**config.mk**
```make
export PLATFORM = sky130hd
export DESIGN_NAME = fcv_cell
export DESIGN_NICKNAME = d
export VERILOG_FILES = /design/src/hdl/fcv_pkg.sv /design/src/hdl/fcv_cell.sv
export SDC_FILE = /design/constraint.sdc
export NUM_CORES = 2
export LEC_CHECK = 0
export ABC_AREA = 1
export BUFFER_PORTS_ARGS = -buffer_cell sky130_fd_sc_hd__buf_2
export CORE_MARGIN = 1
export CORE_UTILIZATION = 30
export CTS_CLUSTER_DIAMETER = 200
export DETAILED_ROUTE_END_ITERATION = 10
export PLACE_DENSITY_LB_ADDON = 0.25
export SYNTH_ARGS = -nofsm -noshare
export SYNTH_HDL_FRONTEND = slang
export SYNTH_SLANG_ARGS = --single-unit
export TNS_END_PERCENT = 1
```
**constraint.sdc**
```tcl
create_clock -name clk -period 13.35 [get_ports clk]
set_input_delay 0.6675 -clock clk [delete_from_list [all_inputs] [get_ports clk]]
set_output_delay 0.6675 -clock clk [all_outputs]
set_load 0.01 [all_outputs]
```
**src/hdl/fcv_pkg.sv**
```systemverilog
// Package for the FIR convolver: field widths, stream widths, register
// indexes and the control struct handed from the sequencer to the tap cells.
// No dependencies.
package fcv_pkg;

  localparam int DATA_W       = 24;
  localparam int IDX_W        = 5;
  localparam int PROD_W       = 2 * DATA_W;
  localparam int SUM_W        = 54;
  localparam int KLEN_W       = 6;
  localparam int SEEN_W       = 6;
  localparam int IN_TDATA_W   = 32;
  localparam int OUT_TDATA_W  = 56;
  localparam int MAX_TAPS_DEF = 32;

  localparam logic       KIND_TAP      = 1'b0;
  localparam logic       KIND_SAMPLE   = 1'b1;
  localparam logic       REG_CENTERED  = 1'b0;
  localparam logic       REG_KLEN      = 1'b1;

  typedef struct packed {
    logic shift;
    logic clear;
  } cell_ctl_t;

endpackage

```
**src/hdl/fcv_cell.sv**
```systemverilog
// One tap cell of the convolver chain: coefficient, delay stage, product
// and running partial sum handed to the next cell every cycle.
// Depends on fcv_pkg.
module fcv_cell
  import fcv_pkg::*;
(
  input  logic                     clk,
  input  logic                     rst,
  input  cell_ctl_t                ctl,
  input  logic                     tap_we,
  input  logic signed [DATA_W-1:0] tap_in,
  input  logic signed [DATA_W-1:0] x_in,
  input  logic                     active,
  input  logic signed [SUM_W-1:0]  psum_in,
  output logic signed [DATA_W-1:0] x_out,
  output logic signed [SUM_W-1:0]  psum_out
);

  logic signed [DATA_W-1:0] tap;
  logic signed [DATA_W-1:0] delay;
  logic signed [PROD_W-1:0] prod;
  logic signed [SUM_W-1:0]  prod_ext;
  logic signed [SUM_W-1:0]  psum;

  always_ff @(posedge clk) begin
    if (rst) begin
      tap   <= '0;
      delay <= '0;
    end else begin
      if (tap_we) begin
        tap <= tap_in;
      end
      if (ctl.clear) begin
        delay <= '0;
      end else if (ctl.shift) begin
        delay <= x_in;
      end
    end
  end

  assign prod_ext = active ? {{(SUM_W - PROD_W){prod[PROD_W-1]}}, prod} : '0;

  always_ff @(posedge clk) begin
    prod <= tap * delay;
    psum <= psum_in + prod_ext;
  end

  assign x_out    = delay;
  assign psum_out = psum;

endmodule
```
* Yosys cells after proc, flatten, opt, wreduce, memory -nomap -nowiden
Index checks and enable logic that the tools add are counted.
** Storage, ports and cells
- Input port bits :: 108
- Logic and storage cells :: 8
- Output and inout bits :: 78
- Register bits after elaboration :: 150
** Operators by class
- Add/sub/neg operators :: 1
- Multiplexer cells :: 1
- Reductions and logical operators :: 1
- Multiply operators :: 1
** Operators with widths (number)
- 54-bit adder :: 1
- 54-bit two-way mux :: 1
- 24-bit by 24-bit multiplier with 48-bit output :: 1
- 2-bit OR reduction :: 1

* Longest topological paths before layout
- Word-level depth :: 2
- Depth in mapped cells :: 31
- Gate-level depth less buffers :: 29

* Worst setup path after synthesis
No wires, ideal clock.
- Path type :: flip-flop to flip-flop
- From :: reg tap[23]
- To :: reg prod[47]
- Path buffers :: 2
- Required time :: 13.238 ns
- Path slack :: 6.955 ns
- Library setup time :: 0.112 ns
- Stages on the path, launching flop included :: 28
- Clock period less this slack :: 6.395 ns
- Arrival :: 6.283 ns
- Path through :: dfxtp_1 -> clkbuf_1 -> clkbuf_1 -> nand2_1 -> inv_1 -> fa_1 -> fa_1 -> inv_1 -> fa_1 -> inv_1 -> fa_1 -> inv_1 -> fa_1 -> inv_1 -> fa_1 -> fa_1 -> ha_1 -> nand2_1 -> nor2_1 -> nand2_1 -> nor2_1 -> nand2_1 -> inv_1 -> nand2_1 -> inv_1 -> nor2_1 -> nand2_1 -> nand2_1
** Between the ends
- Longest elaborated chain between the ends :: 1
** RTL lines
- from (decl) :: RTL line fcv_cell.sv:19 : logic signed [DATA_W-1:0] tap;
- from (signal assigned) :: RTL line fcv_cell.sv:31 : tap <= tap_in;
- 24-bit by 24-bit multiplier with 48-bit output :: RTL line fcv_cell.sv:44 : prod <= tap * delay;
- to (signal assigned) :: RTL line fcv_cell.sv:44
- to (decl) :: RTL line fcv_cell.sv:21 : logic signed [PROD_W-1:0] prod;
No other way between the ends.
A chain may end at the register's enable or synchronous reset.

* Worst setup path after layout
- From :: reg tap[23]
- To :: reg prod[37]
The elaborated chain is that of the path after synthesis.

==> results.md <==
Global route:
- The met3 usage is slightly below 3%.
- The wire length of the first global-routing pass is about 160000 um.
- The layer carrying the most global-route usage is met2.
- The number of global-route vias before repair came to 27841.
- The overall routing resource usage is roughly a fifth.
- The initial antenna violation count was 2.
- For met1 alone, demand over resource in global routing was 25.7%.
- The total overflow left after global routing is 0.
- The largest net degree at the start of global routing is 49.
- For met2 alone, demand over resource in global routing was about a third.

Status:
- The run finished with clean final reports.

Timing:
- The fmax is about 0.14 GHz.
- On the final layout, the worst clock skew is around 0.039 ns.
- Of the available clock period, the critical path in the final layout requires a little over half.
- The worst slew margin relative to its limit is about a third.
- After routing, the total negative slack on setup checks comes to 0 ns.
- The slew at the pin closest to its max-slew limit is between 1 and 1.5 ns.
- The final number of setup-violating endpoints is 0.
- The count of final max-slew check failures is 0.
- The count of endpoints failing hold in the final timing report was 0.
- Setup repair after global routing left no endpoint under its margin.
- The worst path in the final design needs a cycle of 7.30 ns, including I/O delays and setup.

Power:
- For this design the static power due to leakage is approximately 21 nW.
- The overall power of the completed layout is between 2 and 2.5 mW.
- The maximum ir drop on the vdd rail is 0.000127 V.
- Dividing total power by cell area gives a power density of between 70 and 80 nW/um^2.

Setup path:
- STA classifies the critical path startpoint as a flip-flop.
- The critical path goes through nand2_1 > inv_1 > fa_1 > fa_1 > inv_1 > fa_1 > inv_1 > fa_1 > fa_1 > fa_1 > fa_1 > ha_1 > a21oi_1 > inv_1 > nor2_1 > o21ai_0 > a21oi_1 > nand3_1 > nand2_1 > nand2_1.
- The startpoint of the most critical setup path is tap[23].
- The cell repeated most along the worst path is sky130_fd_sc_hd__fa_1.
- The worst reg2reg path startpoint is tap[23].
- The worst register-to-register path has a setup slack of ~6 ns.
- The cell at the slowest stage of the critical path is sky130_fd_sc_hd__dfxtp_1.
- The largest single stage delay on the critical path is 0.89 ns.
- The type of the worst setup path is reg -> reg.
- The worst-path maximum fanout is 25.
- The worst setup path is captured at a flip-flop.
- STA puts the critical path data arrival time at around 7.7 ns.
- At the worst endpoint, the required time is ~14 ns.

Clock network:
- The clock latency of the later-clocked register in the worst-skew pair is about 0.53 ns.
- The number of gates given a new drive strength after cts is 0.
- The H-tree was split into 4 levels.
- The number of hold buffers added after CTS was 0.
- The clock passes through at most 2 buffers.
- The number of clock buffers added by TritonCTS is 17.
- After clock tree synthesis, the clock-pin slew on the worst setup and hold paths is around 0.11 ns.
- The number of post-CTS setup repair buffers is 0.
- The library cell used as clock root buffer is sky130_fd_sc_hd__clkbuf_16.
- The clock sink count is 150.
- TritonCTS built the clock tree.

Finish:
- In the layout the commonest cells are sky130_fd_sc_hd__nand2_1, sky130_fd_sc_hd__inv_1, sky130_fd_sc_hd__fa_1.
- The repair_antennas step left the layout with diodes totalling 0.
- In the final layout, the share of cells above drive strength 1 is 8.35%.
- The number of standard cells in the final layout excluding fillers is ~6000.
- The number of nets in the finished design is around 5400.
- The most common library cell in the layout ignoring fill and taps is sky130_fd_sc_hd__nand2_1.
- The area growth from synthesis to layout is 9.52%.

Synthesis:
- In the synthesized netlist the dominant register cell turns out to be sky130_fd_sc_hd__dfxtp_1.
- The total nets after synthesis is approximately 5300.
- The biggest area contributor in the post-synthesis netlist is sky130_fd_sc_hd__fa_1.
- The number of synthesized flops with an enable pin is 0.
- Yosys printed 0 warnings.
- In this run the biggest area consumer among cell types represents between 30% and 40% of the synthesized area.
- The number of unique standard cell types used by synthesis is 38.
- In the post-synthesis netlist, the biggest area contributors are sky130_fd_sc_hd__fa_1, sky130_fd_sc_hd__nand2_1, sky130_fd_sc_hd__inv_1, sky130_fd_sc_hd__dfxtp_1, sky130_fd_sc_hd__ha_1.
- Averaged over all synthesized cells, the footprint is between 7 and 8 um^2.
- The post-synthesis cell area is between 30000 and 40000 um^2.
- The sequential share of the synthesized area is 9.46%.
- Counting flops and latches in the post-synthesis netlist gives 150.
- The cell count after synthesis came out at approximately 4400.
- The proportion of register bits with asynchronous set or reset after synthesis is 0%.

Routing:
- The detail route stage leaves a number of antenna-violating nets equal to 0.
- The total DRC errors in the routed layout is 0.
- The routed layout has around 26000 vias.
- The sum of routed wire length over all layers is roughly 100000 um.
- After the first detailed-routing iteration, the DRC count stood at roughly 1300.
- In the final routed layout, each cell accounts on average for about 17 um.
- In the routed layout, each cell is associated on average with a via count of 4.42.
- The pre-antenna-repair detailed-routing pass consisted of 6 iterations.

Floorplan:
- In this run the core area contains approximately 120 standard-cell rows.
- The die is roughly 330 um wide.
- The total core area is between 100000 and 150000 um^2.
- The count of pins on the block boundary is ~190.
- The full die area is approximately 110000 um^2.
- For this configuration, the core starts out at a cell density of a little under a third.
- The die height is 327 um.

Min path:
- The min-delay analysis places its worst path in the category in -> reg.
- The worst hold path begins at tap_in[6].

Placed design:
- The number of buffer cells added on primary ports is 185.
- Including well taps, the total number of placed cells is slightly below 6000.
- The final weighted congestion of routability-driven global placement is ~0.92.
- The placed wire-length estimate is ~84000 um.

Job:
- The tool flagged a number of max-cap violations equal to 0.
[state kept, by name (all words and copies together), names as in the netlist]
signal    cells
prod         48
x_out        24
psum_out     54
tap          24
[power breakdown]
group	total (mW)	switching [mW]	internal [mW]
logic	1.27	0.838	0.428
registers	0.625	0.0558	0.569
clock network	0.560	0.253	0.307
[layer usage]
metal / vias to the layer above / wire, um
li1: 12631 / -
met1: 12684 / 45900
met2: 599 / 48000
met3: 105 / 4580
met4: 4 / 2260
met5: - / 27
[stage by stage]
stage / cell area (um^2) / setup slack [ns] / util [%] / hold WS, ns
finish: 34800 / 6.05 / 33.3 / 0.350
global placement: 34100 / 6.15 / 32.7 / 0.448
global route: 34800 / 5.53 / 33.3 / 0.347
CTS: 34800 / 6.00 / 33.3 / 0.316
detailed placement: 34100 / 6.06 / 32.7 / 0.453
floorplan: 31700 / 6.95 / - / 0.498
[synthesized netlist by cell type (13+ instances only)]
master / instances
sky130_fd_sc_hd__dfxtp_1: 150
sky130_fd_sc_hd__nor2_2: 33
sky130_fd_sc_hd__nand3_1: 90
sky130_fd_sc_hd__nor2_1: 228
sky130_fd_sc_hd__fa_1: 608
sky130_fd_sc_hd__inv_2: 13
sky130_fd_sc_hd__inv_1: 1222
sky130_fd_sc_hd__xor2_1: 49
sky130_fd_sc_hd__ha_1: 187
sky130_fd_sc_hd__clkbuf_1: 157
sky130_fd_sc_hd__o21ai_0: 54
sky130_fd_sc_hd__nand2_1: 1325
sky130_fd_sc_hd__o21bai_1: 21
sky130_fd_sc_hd__a21oi_1: 121
sky130_fd_sc_hd__nand4_1: 26
sky130_fd_sc_hd__nand2_2: 28
[critical path: cells and delay by family (launching register included)]
kind                       cells  cell delay [ns]
adders and majority gates      8             4.34
AOI/OAI and AO/OA              3             0.63
DFF                            1             0.89
and+or+nand+nor                5             0.52
buffers and inverters          4             0.79
[area by class of cell]
class | instances | area, um^2
Clock buffer | 20 | 457
Clock inverter | 11 | 160
Fill cell | 11456 | 69500
Inverter | 1237 | 4640
Multi-Input combinational cell | 2854 | 23500
Sequential cell | 150 | 3000
Tap cell | 1380 | 1730
Timing Repair Buffer | 232 | 1280
[path summary, 6_finish.rpt]
check	endpoint	depth (start not counted)
worst max-delay path	prod[37]	20
worst max register to register	prod[37]	20
worst min-delay path	tap[6]	3
worst min register to register	x_out[7]	2
[cells by family (layout without fill, tap and decap cells)]
family	count (synthesis)	in the layout	synth area share (%)
AND/OR/NAND/NOR	1785	1785	23.0
buffers and inverters	1397	1500	16.5
adder cells (fa/ha/maj)	795	795	45.7
AO/OA/AOI/OAI	216	216	3.68
flip-flops	150	150	9.46
XOR/XNOR	58	58	1.60
(Power assumes the default switching activity.)
